<file path="config.mk">
export PLATFORM = sky130hd
export DESIGN_NAME = stepper_gauge_needle_driver_top
export DESIGN_NICKNAME = d
export VERILOG_FILES = /design/src/design/sgnd_pkg.sv /design/src/design/stepper_gauge_needle_driver_top.sv /design/src/design/sgnd_mapdiv.sv
export SDC_FILE = /design/constraint.sdc
export NUM_CORES = 1
export LEC_CHECK = 0
export ABC_AREA = 1
export BUFFER_PORTS_ARGS = -buffer_cell sky130_fd_sc_hd__buf_2
export CORE_MARGIN = 3
export CORE_UTILIZATION = 47
export CTS_CLUSTER_DIAMETER = 150
export DETAILED_ROUTE_END_ITERATION = 10
export PLACE_DENSITY = 0.68
export SYNTH_ARGS = -nofsm -noshare
export SYNTH_HDL_FRONTEND = slang
export SYNTH_SLANG_ARGS = --single-unit
</file>
<file path="constraint.sdc">
create_clock -name clk -period 4.4 [get_ports clk]
set_input_delay 0.66 -clock clk [delete_from_list [all_inputs] [get_ports clk]]
set_output_delay 0.66 -clock clk [all_outputs]
set_load 0.01 [all_outputs]
</file>
<file path="src/design/sgnd_pkg.sv">
// ----------------------------------------------------------------------------
// sgnd_pkg
// Shared types and constants of the stepper gauge needle driver: field
// widths, request codes, register indexes and the mapping request bundle.
// ----------------------------------------------------------------------------
package sgnd_pkg;

	// field widths
	localparam int ANGLE_W    = 10;
	localparam int VALUE_W    = 16;
	localparam int IVL_W      = 8;
	localparam int CFG_IDX_W  = 3;
	localparam int CFG_DATA_W = 16;

	// serial multiply and divide widths
	localparam int MAG_A_W = 17;                 // |x - in_lo|
	localparam int MAG_B_W = 11;                 // |out_hi - out_lo|
	localparam int DEN_W   = 17;                 // |in_hi - in_lo|
	localparam int PROD_W  = MAG_A_W + MAG_B_W;  // product and quotient
	localparam int CNT_W   = $clog2(PROD_W);

	localparam logic signed [VALUE_W-1:0] ANGLE_MAX   = 16'sd359;
	localparam logic signed [DEN_W-1:0]   PERCENT_MAX = 17'sd100;

	// request codes
	typedef enum logic [1:0] {
		REQ_TICK    = 2'd0,
		REQ_ANGLE   = 2'd1,
		REQ_PERCENT = 2'd2,
		REQ_VALUE   = 2'd3
	} req_t;

	// register indexes
	localparam logic [CFG_IDX_W-1:0] REG_ANGLE_LOW  = 3'd0;
	localparam logic [CFG_IDX_W-1:0] REG_ANGLE_HIGH = 3'd1;
	localparam logic [CFG_IDX_W-1:0] REG_VALUE_LOW  = 3'd2;
	localparam logic [CFG_IDX_W-1:0] REG_VALUE_HIGH = 3'd3;
	localparam logic [CFG_IDX_W-1:0] REG_STEP_IVL   = 3'd4;

	// register reset values
	localparam logic signed [ANGLE_W-1:0] ANGLE_LOW_RST  = 10'sd0;
	localparam logic signed [ANGLE_W-1:0] ANGLE_HIGH_RST = 10'sd359;
	localparam logic signed [VALUE_W-1:0] VALUE_LOW_RST  = 16'sd0;
	localparam logic signed [VALUE_W-1:0] VALUE_HIGH_RST = 16'sd0;
	localparam logic [IVL_W-1:0]          STEP_IVL_RST   = 8'd2;
	localparam logic [IVL_W-1:0]          MS_SAT         = 8'd255;

	// one mapping job: magnitudes and the sign of the quotient
	typedef struct packed {
		logic [MAG_A_W-1:0] a_mag;
		logic [MAG_B_W-1:0] b_mag;
		logic [DEN_W-1:0]   den_mag;
		logic               neg;
	} map_req_t;

endpackage

</file>
<file path="src/design/stepper_gauge_needle_driver_top.sv">
// ----------------------------------------------------------------------------
// stepper_gauge_needle_driver_top
// Stepper gauge needle driver: keeps needle and target angle, maps percent
// and display value targets onto the angle range, steps on millisecond ticks.
// ----------------------------------------------------------------------------
// Tick, set-angle and zero-span value beats pass the done state into the output register.
// Percent and value beats first run a shift-add multiply and a restoring divide, then a
// state that takes the quotient, and then the load of the output register.
// One beat is worked at a time; the next is accepted once the result sits in the output
// register, and output stalls hold that back.
// Reset clears the sequencer, needle and valid state and loads register defaults; the result fields are not reset.
module stepper_gauge_needle_driver_top (
	input  logic                                 clk,
	input  logic                                 arst_n,
	// configuration
	input  logic                                 cfg_wr_en,
	input  logic [sgnd_pkg::CFG_IDX_W-1:0]       cfg_index,
	input  logic [sgnd_pkg::CFG_DATA_W-1:0]      cfg_wdata,
	// input channel
	input  logic                                 in_valid,
	output logic                                 in_ready,
	input  logic [1:0]                           req_type,
	input  logic signed [sgnd_pkg::VALUE_W-1:0]  operand,
	// output channel
	output logic                                 out_valid,
	input  logic                                 out_ready,
	output logic                                 step_pulse,
	output logic                                 step_down,
	output logic signed [sgnd_pkg::VALUE_W-1:0]  needle_angle,
	output logic                                 adjusting,
	output logic                                 span_error
);
	import sgnd_pkg::*;

	typedef enum logic [2:0] {
		T_IDLE = 3'b001,
		T_MAP  = 3'b010,
		T_DONE = 3'b100
	} tstate_t;

	tstate_t                    state_q;

	logic signed [ANGLE_W-1:0]  angle_low_q;
	logic signed [ANGLE_W-1:0]  angle_high_q;
	logic signed [VALUE_W-1:0]  value_low_q;
	logic signed [VALUE_W-1:0]  value_high_q;
	logic [IVL_W-1:0]           step_ivl_q;

	logic signed [VALUE_W-1:0]  needle_q;
	logic signed [VALUE_W-1:0]  target_q;
	logic [IVL_W-1:0]           ms_q;

	logic                       pend_pulse_q;
	logic                       pend_down_q;
	logic                       pend_err_q;
	logic                       out_valid_q;

	logic                       accept;
	req_t                       req;
	logic [IVL_W-1:0]           ms_next;
	logic                       do_step;
	logic signed [VALUE_W-1:0]  angle_clamped;
	logic signed [MAG_A_W-1:0]  x_diff;
	logic signed [DEN_W-1:0]    den_s;
	logic signed [MAG_B_W-1:0]  span_a;
	logic                       zero_span;
	map_req_t                   map_req;
	logic                       map_start;
	logic                       map_done;
	logic signed [VALUE_W-1:0]  map_quot;
	logic signed [VALUE_W-1:0]  map_sum;
	logic signed [VALUE_W-1:0]  map_target;
	logic                       out_load;

	assign in_ready = (state_q == T_IDLE);
	assign accept   = in_valid && in_ready;
	assign req      = req_t'(req_type);

	// tick: saturating ms count and step decision
	always_comb begin
		ms_next = (ms_q < MS_SAT) ? ms_q + 1'b1 : MS_SAT;
		do_step = (needle_q != target_q) && (ms_next > step_ivl_q);
	end

	// direct angle target, clamped above
	assign angle_clamped = (operand > ANGLE_MAX) ? ANGLE_MAX : operand;

	// mapping operands: x - in_lo, out span, in span
	always_comb begin
		span_a = {angle_high_q[ANGLE_W-1], angle_high_q}
		       - {angle_low_q[ANGLE_W-1], angle_low_q};
		if (req == REQ_PERCENT) begin
			x_diff = $signed({9'b0, operand[7:0]});
			den_s  = PERCENT_MAX;
		end else begin
			x_diff = {operand[VALUE_W-1], operand} - {value_low_q[VALUE_W-1], value_low_q};
			den_s  = {value_high_q[VALUE_W-1], value_high_q}
			       - {value_low_q[VALUE_W-1], value_low_q};
		end
		zero_span       = (value_high_q == value_low_q);
		map_req.a_mag   = x_diff[MAG_A_W-1] ? MAG_A_W'(-x_diff) : MAG_A_W'(x_diff);
		map_req.b_mag   = span_a[MAG_B_W-1] ? MAG_B_W'(-span_a) : MAG_B_W'(span_a);
		map_req.den_mag = den_s[DEN_W-1] ? DEN_W'(-den_s) : DEN_W'(den_s);
		map_req.neg     = x_diff[MAG_A_W-1] ^ span_a[MAG_B_W-1] ^ den_s[DEN_W-1];
	end

	assign map_start = accept && ((req == REQ_PERCENT) || (req == REQ_VALUE && !zero_span));

	sgnd_mapdiv u_mapdiv (
		.clk    (clk),
		.arst_n (arst_n),
		.start  (map_start),
		.req    (map_req),
		.done   (map_done),
		.quot   (map_quot)
	);

	// add out_lo, wrap to 16 bits, clamp above
	always_comb begin
		map_sum    = map_quot + VALUE_W'(angle_low_q);
		map_target = (map_sum > ANGLE_MAX) ? ANGLE_MAX : map_sum;
	end

	// configuration registers
	always_ff @(posedge clk or negedge arst_n) begin
		if (!arst_n) begin
			angle_low_q  <= ANGLE_LOW_RST;
			angle_high_q <= ANGLE_HIGH_RST;
			value_low_q  <= VALUE_LOW_RST;
			value_high_q <= VALUE_HIGH_RST;
			step_ivl_q   <= STEP_IVL_RST;
		end else if (cfg_wr_en) begin
			unique case (cfg_index)
				REG_ANGLE_LOW:  angle_low_q  <= cfg_wdata[ANGLE_W-1:0];
				REG_ANGLE_HIGH: angle_high_q <= cfg_wdata[ANGLE_W-1:0];
				REG_VALUE_LOW:  value_low_q  <= cfg_wdata[VALUE_W-1:0];
				REG_VALUE_HIGH: value_high_q <= cfg_wdata[VALUE_W-1:0];
				REG_STEP_IVL:   step_ivl_q   <= cfg_wdata[IVL_W-1:0];
				default: begin
				end
			endcase
		end
	end

	assign out_load = (state_q == T_DONE) && (!out_valid_q || out_ready);

	// sequencer and needle state
	always_ff @(posedge clk or negedge arst_n) begin
		if (!arst_n) begin
			state_q      <= T_IDLE;
			needle_q     <= '0;
			target_q     <= '0;
			ms_q         <= '0;
			pend_pulse_q <= 1'b0;
			pend_down_q  <= 1'b0;
			pend_err_q   <= 1'b0;
		end else begin
			unique case (state_q)
				T_IDLE: begin
					if (accept) begin
						pend_pulse_q <= 1'b0;
						pend_down_q  <= 1'b0;
						pend_err_q   <= 1'b0;
						state_q      <= T_DONE;
						unique case (req)
							REQ_TICK: begin
								ms_q <= ms_next;
								if (do_step) begin
									pend_pulse_q <= 1'b1;
									ms_q         <= '0;
									if (needle_q < target_q) begin
										needle_q <= needle_q + 16'sd1;
									end else begin
										needle_q    <= needle_q - 16'sd1;
										pend_down_q <= 1'b1;
									end
								end
							end
							REQ_ANGLE:   target_q <= angle_clamped;
							REQ_PERCENT: state_q  <= T_MAP;
							REQ_VALUE: begin
								if (zero_span) pend_err_q <= 1'b1;
								else state_q <= T_MAP;
							end
							default: begin
							end
						endcase
					end
				end
				T_MAP: begin
					if (map_done) begin
						target_q <= map_target;
						state_q  <= T_DONE;
					end
				end
				T_DONE: begin
					if (out_load) state_q <= T_IDLE;
				end
				default: state_q <= T_IDLE;
			endcase
		end
	end

	// output register
	always_ff @(posedge clk or negedge arst_n) begin
		if (!arst_n) begin
			out_valid_q <= 1'b0;
		end else if (out_load) begin
			out_valid_q <= 1'b1;
		end else if (out_ready) begin
			out_valid_q <= 1'b0;
		end
	end

	always_ff @(posedge clk) begin
		if (out_load) begin
			step_pulse   <= pend_pulse_q;
			step_down    <= pend_down_q;
			needle_angle <= needle_q;
			adjusting    <= (needle_q != target_q);
			span_error   <= pend_err_q;
		end
	end

	assign out_valid = out_valid_q;

`ifndef SYNTH
	a_target_max: assert property (@(posedge clk) disable iff (!arst_n)
		target_q <= ANGLE_MAX)
		else $error("target above maximum angle");
	a_needle_max: assert property (@(posedge clk) disable iff (!arst_n)
		needle_q <= ANGLE_MAX)
		else $error("needle above maximum angle");
	a_step_no_err: assert property (@(posedge clk) disable iff (!arst_n)
		out_valid_q && step_pulse |-> !span_error)
		else $error("step and span error on one beat");
	a_down_step: assert property (@(posedge clk) disable iff (!arst_n)
		out_valid_q && !step_pulse |-> !step_down)
		else $error("direction set without a step");
`endif

endmodule

</file>
<file path="src/design/sgnd_mapdiv.sv">
// ----------------------------------------------------------------------------
// sgnd_mapdiv
// Bit-serial scaling unit: shift-add multiply, one multiplier bit per cycle,
// then restoring divide, one quotient bit per cycle. Returns the low 16 bits
// of the signed quotient, truncated toward zero.
// ----------------------------------------------------------------------------
module sgnd_mapdiv (
	input  logic                      clk,
	input  logic                      arst_n,
	input  logic                      start,
	input  sgnd_pkg::map_req_t        req,
	output logic                      done,
	output logic signed [15:0]        quot
);
	import sgnd_pkg::*;

	typedef enum logic [3:0] {
		S_IDLE = 4'b0001,
		S_MUL  = 4'b0010,
		S_DIV  = 4'b0100,
		S_FIN  = 4'b1000
	} mstate_t;

	mstate_t              state_q;
	logic [CNT_W-1:0]     cnt_q;
	logic [PROD_W-1:0]    mcand_q;
	logic [MAG_B_W-1:0]   mplier_q;
	logic [PROD_W-1:0]    acc_q;
	logic [DEN_W-1:0]     rem_q;
	logic [DEN_W-1:0]     den_q;
	logic                 neg_q;

	logic [DEN_W:0]       rem_sh;
	logic [DEN_W:0]       rem_sub;
	logic                 q_bit;

	// one restoring divide step
	always_comb begin
		rem_sh  = {rem_q, acc_q[PROD_W-1]};
		rem_sub = rem_sh - {1'b0, den_q};
		q_bit   = (rem_sh >= {1'b0, den_q});
	end

	// control
	always_ff @(posedge clk or negedge arst_n) begin
		if (!arst_n) begin
			state_q <= S_IDLE;
			cnt_q   <= '0;
		end else begin
			unique case (state_q)
				S_IDLE: begin
					cnt_q <= '0;
					if (start) state_q <= S_MUL;
				end
				S_MUL: begin
					if (cnt_q == CNT_W'(MAG_B_W - 1)) begin
						cnt_q   <= '0;
						state_q <= S_DIV;
					end else begin
						cnt_q <= cnt_q + 1'b1;
					end
				end
				S_DIV: begin
					if (cnt_q == CNT_W'(PROD_W - 1)) begin
						cnt_q   <= '0;
						state_q <= S_FIN;
					end else begin
						cnt_q <= cnt_q + 1'b1;
					end
				end
				S_FIN: state_q <= S_IDLE;
				default: state_q <= S_IDLE;
			endcase
		end
	end

	// datapath shift registers
	always_ff @(posedge clk) begin
		unique case (state_q)
			S_IDLE: begin
				if (start) begin
					mcand_q  <= PROD_W'(req.a_mag);
					mplier_q <= req.b_mag;
					acc_q    <= '0;
					den_q    <= req.den_mag;
					neg_q    <= req.neg;
				end
			end
			S_MUL: begin
				if (mplier_q[0]) acc_q <= acc_q + mcand_q;
				mcand_q  <= {mcand_q[PROD_W-2:0], 1'b0};
				mplier_q <= {1'b0, mplier_q[MAG_B_W-1:1]};
				rem_q    <= '0;
			end
			S_DIV: begin
				rem_q <= q_bit ? rem_sub[DEN_W-1:0] : rem_sh[DEN_W-1:0];
				acc_q <= {acc_q[PROD_W-2:0], q_bit};
			end
			default: begin
			end
		endcase
	end

	assign done = (state_q == S_FIN);
	assign quot = neg_q ? -$signed(acc_q[15:0]) : $signed(acc_q[15:0]);

`ifndef SYNTH
	a_start_idle: assert property (@(posedge clk) disable iff (!arst_n)
		start |-> state_q == S_IDLE)
		else $error("mapdiv started while busy");
	a_done_idle: assert property (@(posedge clk) disable iff (!arst_n)
		done |=> state_q == S_IDLE)
		else $error("mapdiv did not return to idle");
	a_cnt_mul: assert property (@(posedge clk) disable iff (!arst_n)
		state_q == S_MUL |-> cnt_q < CNT_W'(MAG_B_W))
		else $error("mapdiv multiply count overrun");
`endif

endmodule

</file>
## Word-level counts from Yosys, hierarchy flattened

Cells that the tools add are included.

| word-level totals | value |
|---|---|
| register bits | 238 |
| bits of input ports | 42 |

| cells by class | value |
|---|---|
| reductions and logical operators | 30 |
| magnitude comparators | 6 |
| bitwise operators | 2 |
| equality and inequality tests | 26 |
| add/sub/neg operators | 14 |
| multiplexer cells | 46 |

Operator list:

| operator | number |
|---|---|
| 16-bit 2-to-1 mux | 8 |
| 28-bit 2-to-1 mux | 3 |
| 28-bit case mux with 3 select lines | 1 |
| 17-bit 2-to-1 mux | 4 |
| 28-bit case mux with 2 select lines | 1 |
| 17-bit negator | 2 |
| 17-bit case mux with 2 select lines | 1 |
| 16-bit by 16-bit subtractor with 17-bit output | 2 |
| 16-bit by 10-bit > comparator with 1-bit output (second input constant) | 2 |
| 16-bit case mux with 2 select lines | 1 |
| 28-bit adder | 1 |
| 11-bit 2-to-1 mux | 2 |
| 11-bit case mux with 2 select lines | 1 |
| 18-bit by 17-bit >= comparator with 1-bit output | 1 |
| 17-bit subtractor | 1 |
| 16-bit by 10-bit adder with 16-bit output | 1 |
| 16-bit by 2-bit adder with 16-bit output (second input constant) | 1 |
| 16-bit == test | 1 |
| 16-bit less-than comparator | 1 |
| 8-bit 2-to-1 mux | 2 |
| 16-bit inequality test | 1 |
| 16-bit negator | 1 |
| 2-bit AND reduction | 8 |
| 16-bit by 2-bit subtractor with 16-bit output (second input constant) | 1 |
| 37 further kinds | 76 |

## Depth between registers and ports, before layout

| logic depth | value |
|---|---|
| word-level depth | 7 |
| depth in mapped cells | 25 |
| depth with buffers taken out | 24 |

## Hierarchy

A second synthesis with hierarchy kept.

| unflattened totals | value |
|---|---|
| cell total of the unflattened synthesis | 2642 |
| area total of the unflattened synthesis | 18700.4 µm² |

By module, submodules not included:

| module | sequential area each (µm²) | cells each | area each (µm²) | times used |
|---|---|---|---|---|
| stepper_gauge_needle_driver_top | 3288.2 | 1528 | 10682.7 | 1 |
| sgnd_mapdiv | 3289.4 | 1114 | 8017.7 | 1 |

## Least setup slack after synthesis

Ideal clock, no wire load.

| timing | value |
|---|---|
| path kind | register to register |
| from | reg needle_q[15] |
| to | reg needle_q[12] |
| period minus slack after synthesis | 3.605 ns |
| stages on the path, launching flop included | 19 |
| setup time | 0.121 ns |
| required time | 4.279 ns |
| path slack | 0.795 ns |
| arrival time | 3.484 ns |
| path through | dfrtp_1 > ha_1 > nand2_1 > nor2_1 > inv_1 > nor4_1 > o21ai_0 > nand2_1 > nand2_1 > nand2_1 > inv_1 > fa_1 > o21ai_0 > a21oi_1 > o21ai_0 > a21boi_0 > o21ai_0 > xor2_1 > o21ai_1 |

| on the way | value |
|---|---|
| word-level cells in the longest chain between the ends | 3 |
| elaborated cells between the ends (all ways) | 5 |

RTL lines:

| element | RTL line | RTL |
|---|---|---|
| start: declaration | stepper_gauge_needle_driver_top.sv:49 | `logic signed [VALUE_W-1:0] needle_q;` |
| start signal: assignment | stepper_gauge_needle_driver_top.sv:172 | `needle_q <= needle_q + 16'sd1;` |
| start signal: assignment | stepper_gauge_needle_driver_top.sv:174 | `needle_q <= needle_q - 16'sd1;` |
| parallel branches: the longest is 3 deep, another holds 16-bit less-than comparator | - |  |

Parallel ways; which one is timed is not known.
A chain may end at the register's enable or synchronous reset.

## Worst setup path after layout

| timing | value |
|---|---|
| from | reg needle_q[15] |
| to | reg needle_q[11] |

Same word-level chain as after synthesis.

==> metrics.md <==
| Metric | Value |
|---|---|
| Crit Path Max Fanout | `9` |
| Final instance area | `0.0198 mm2` |
| Chip height | `202 um` |
| Final cycle utilization of the critical path | `89.3%` |
| Largest net degree at the start of global routing | `60` |
| CTS Buf Count | `28` |
| Worst-skew pair later-pin latency | `0.57 ns` |
| Synth-to-layout area growth | `10.0%` |
| Synthesized flop and latch total | `238` |
| DRC | `0` |
| Worst Max-Slew Pin Slew | `1.17 ns` |
| Worst min path class | `primary input to async pin` |
| Status | `finished, final reports clean` |
| Worst VDD drop | `0.000320 V` |
| F_max | `0.255 GHz` |
| Nets | `2700` |
| Hold Fails Final Rpt | `0` |
| Syn Inst Count | `2440` |
| First-pass GRT wire length | `78.4 mm` |
| First-iteration detailed-routing DRC count | `1092` |
| IO Pins | `64` |
| Clock sink count | `238` |
| Fin. max-slew vios | `0` |
| Post-detail-place hpwl | `37.4 mm` |
| Slew headroom | `21.4%` |
| Critical Path RT | `4.85 ns` |
| CTS max path bufs | `3` |
| FFs w/ async S/R, synth | `48.7%` |
| Post-CTS Hold Buffers | `0` |
| Row cnt | `71` |
| CP cell instances | `ha_1 -> nand2_1 -> nor2_1 -> inv_1 -> nor4_2 -> o21ai_0 -> nand3_1 -> nand2_1 -> buf_4 -> ha_1 -> a21oi_1 -> nand2_1 -> a21oi_1 -> o21ai_0 -> a21oi_1 -> o21ai_0 -> xnor2_1 -> o21ai_1` |
| Largest delay contributor family on the critical path | `compound AO/OA/AOI/OAI gates` |
| Most common cell in the netlist | `nand2_1` |
| Final WL | `48.2 mm` |
| Crit-path slowest cell | `dfrtp_1` |
| Initial antenna violation count | `0` |
| Worst Path Class, Setup | `flip-flop to flip-flop` |
| Final setup viols | `0` |
| CTS resizes | `0` |
| GPL Wtd Cong | `0.945` |
| Most frequent cells after synthesis | `nand2_1, inv_1, nor2_1` |
| Main area contributors after synthesis | `edfxtp_1, dfrtp_1, nand2_1` |
| CTS root buffer | `clkbuf_16` |
| Core area | `0.0378 mm2` |
| Crit path time final | `3.93 ns` |
| Vias in the first global route | `15405` |
| Avg Vias per Cell | `5.39` |
| Via count | `16364` |
| RSZ-0062 raised after global routing | `false` |
| CP arrival | `4.37 ns` |
| Total GRT Usage | `23.3%` |
| Setup crit end kind | `flip-flop` |
| Top FF cell, synth | `edfxtp_1` |
| Yosys cell types | `49` |
| Total Neg Setup Slack | `0 ns` |
| DR WL/cell | `15.9 um` |
| H-tree lvl count | `1` |
| Worst path bufs/invs | `2` |
| IO buf count | `63` |
| Worst Skew | `0.0220 ns` |
| Total die area | `0.0407 mm2` |
| Area leader, netlist | `edfxtp_1` |
| Remaining global-route overflow | `0` |
| Placed Area | `0.0189 mm2` |
| Synthesized Nets | `2638` |
| Leakage | `9.71 nW` |
| Sequential share of the synthesized area | `36.5%` |
| DIE WIDTH | `202 um` |
| Post-Syn Area per Cell | `7.38 um2` |
| DR pass1 iterations | `6` |
| Post-CTS Repair Setup Buffers | `0` |
| Max incr delay on CP | `0.41 ns` |
| Initial Util | `47.7%` |
| CTS tree | `yes` |
| Diodes inserted | `0` |
| Worst-path clk slew | `0.06 ns` |
| Cell area after synthesis | `0.0180 mm2` |
| Nature of the critical path startpoint | `flip-flop` |
| Pwr Density | `380 mW/mm2` |
| Antenna viol nets, final | `0` |
| Yosys warns | `0` |
| Area share of the largest cell type after synthesis | `20.3%` |
| Max_cap viols | `0` |
| Number of synthesized flops with an enable pin | `122` |
| Layout cell share with drive strength beyond 1 | `6.77%` |
-- path summary, 6_finish.rpt --
| path | from | end | slack [ns] | depth (start not counted) |
|---|---|---|---|---|
| max | needle_q[15] | needle_q[11] | 0.47 | 18 |
| max reg2reg | needle_q[15] | needle_q[11] | 0.47 | 18 |
| min | arst_n | angle_high_q[3] | 0.17 | 1 |
| max in group asynchronous | arst_n | state_q[0] | 3.26 | 2 |
| min reg2reg | pend_pulse_q | step_pulse | 0.46 | 0 |
| min in group clk | out_ready | out_valid | 0.29 | 2 |
-- cells by family after synthesis --
kind of cell | synth area share, %
AO/OA/AOI/OAI | 13.7
XOR/XNOR | 4.28
adder cells (fa/ha/maj) | 11.1
buffers and inverters | 8.57
flip-flops | 36.5
AND/OR/NAND/NOR | 25.8
-- layer usage --
layer  GRT usage (%)  routed length (um)
met3            2.95                2650
met1            32.0               21900
met2            39.6               22600
met5               0                   0
met4            5.51                 928
-- state kept, by name, summed over array words and instances (netlist names), 11 cells and up --
name	count
needle_angle	16
u_mapdiv.rem_q	17
target_q	16
value_high_q	16
needle_q	16
u_mapdiv.den_q	17
u_mapdiv.mplier_q	11
value_low_q	16
u_mapdiv.acc_q	28
u_mapdiv.mcand_q	28
-- final cells by class --
class,instances,area [um2]
clock buffer,38,790
clock inverter,14,138
fill,3652,17900
inverter,351,1320
multi-input combinational,1802,9910
sequential,238,6580
tap,511,639
timing repair buffer,81,453
-- power by group --
| part | leakage, nW | internal [W] | switching (W) |
|---|---|---|---|
| registers | 2.43 | 0.00254 | 0.0000854 |
| logic | 6.82 | 0.000887 | 0.00166 |
| clock network | 0.466 | 0.00138 | 0.000986 |
| total | 9.71 | 0.00481 | 0.00273 |
-- layout by cell type (no fill, tap or decap), drive strengths merged --
cell type	Yosys	routed
xnor2	30	30
nor4	12	12
a31oi	22	22
or2	10	10
o32ai	2	2
o22ai	8	8
buf	18	81
inv	350	353
nor2	217	217
o211ai	5	5
o21a	7	7
clkbuf	31	38
dfstp	9	9
a21boi	4	4
a211o	1	1
nor3	29	29
and2	3	3
a221oi	2	2
ha	149	149
xor2	58	58
a211oi	2	2
nand4	39	39
o31ai	7	7
dfrtp	107	107
nand3b	18	18
a311oi	1	1
o21ai	221	221
nand3	157	157
clkinv	1	10
nand2	617	617
a21oi	152	152
o21bai	8	8
edfxtp	122	122
fa	7	7
a21o	13	13
o41ai	1	1
bufinv	0	2
-- through the flow --
step	hold slack (ns)	setup WS (ns)	total power, W	util [%]	instances
after CTS	0.180	0.302	0.00757	52.5	3035
after floorplan	0.364	0.795	0.00458	-	2440
after global routing	0.224	0.0521	0.00808	52.5	3035
after detailed placement	0.446	0.349	0.00519	50.0	2983
after global placement	0.445	0.475	0.00514	50.0	2983
final	0.173	0.472	0.00754	52.5	3035
(Power assumes the default switching activity.)
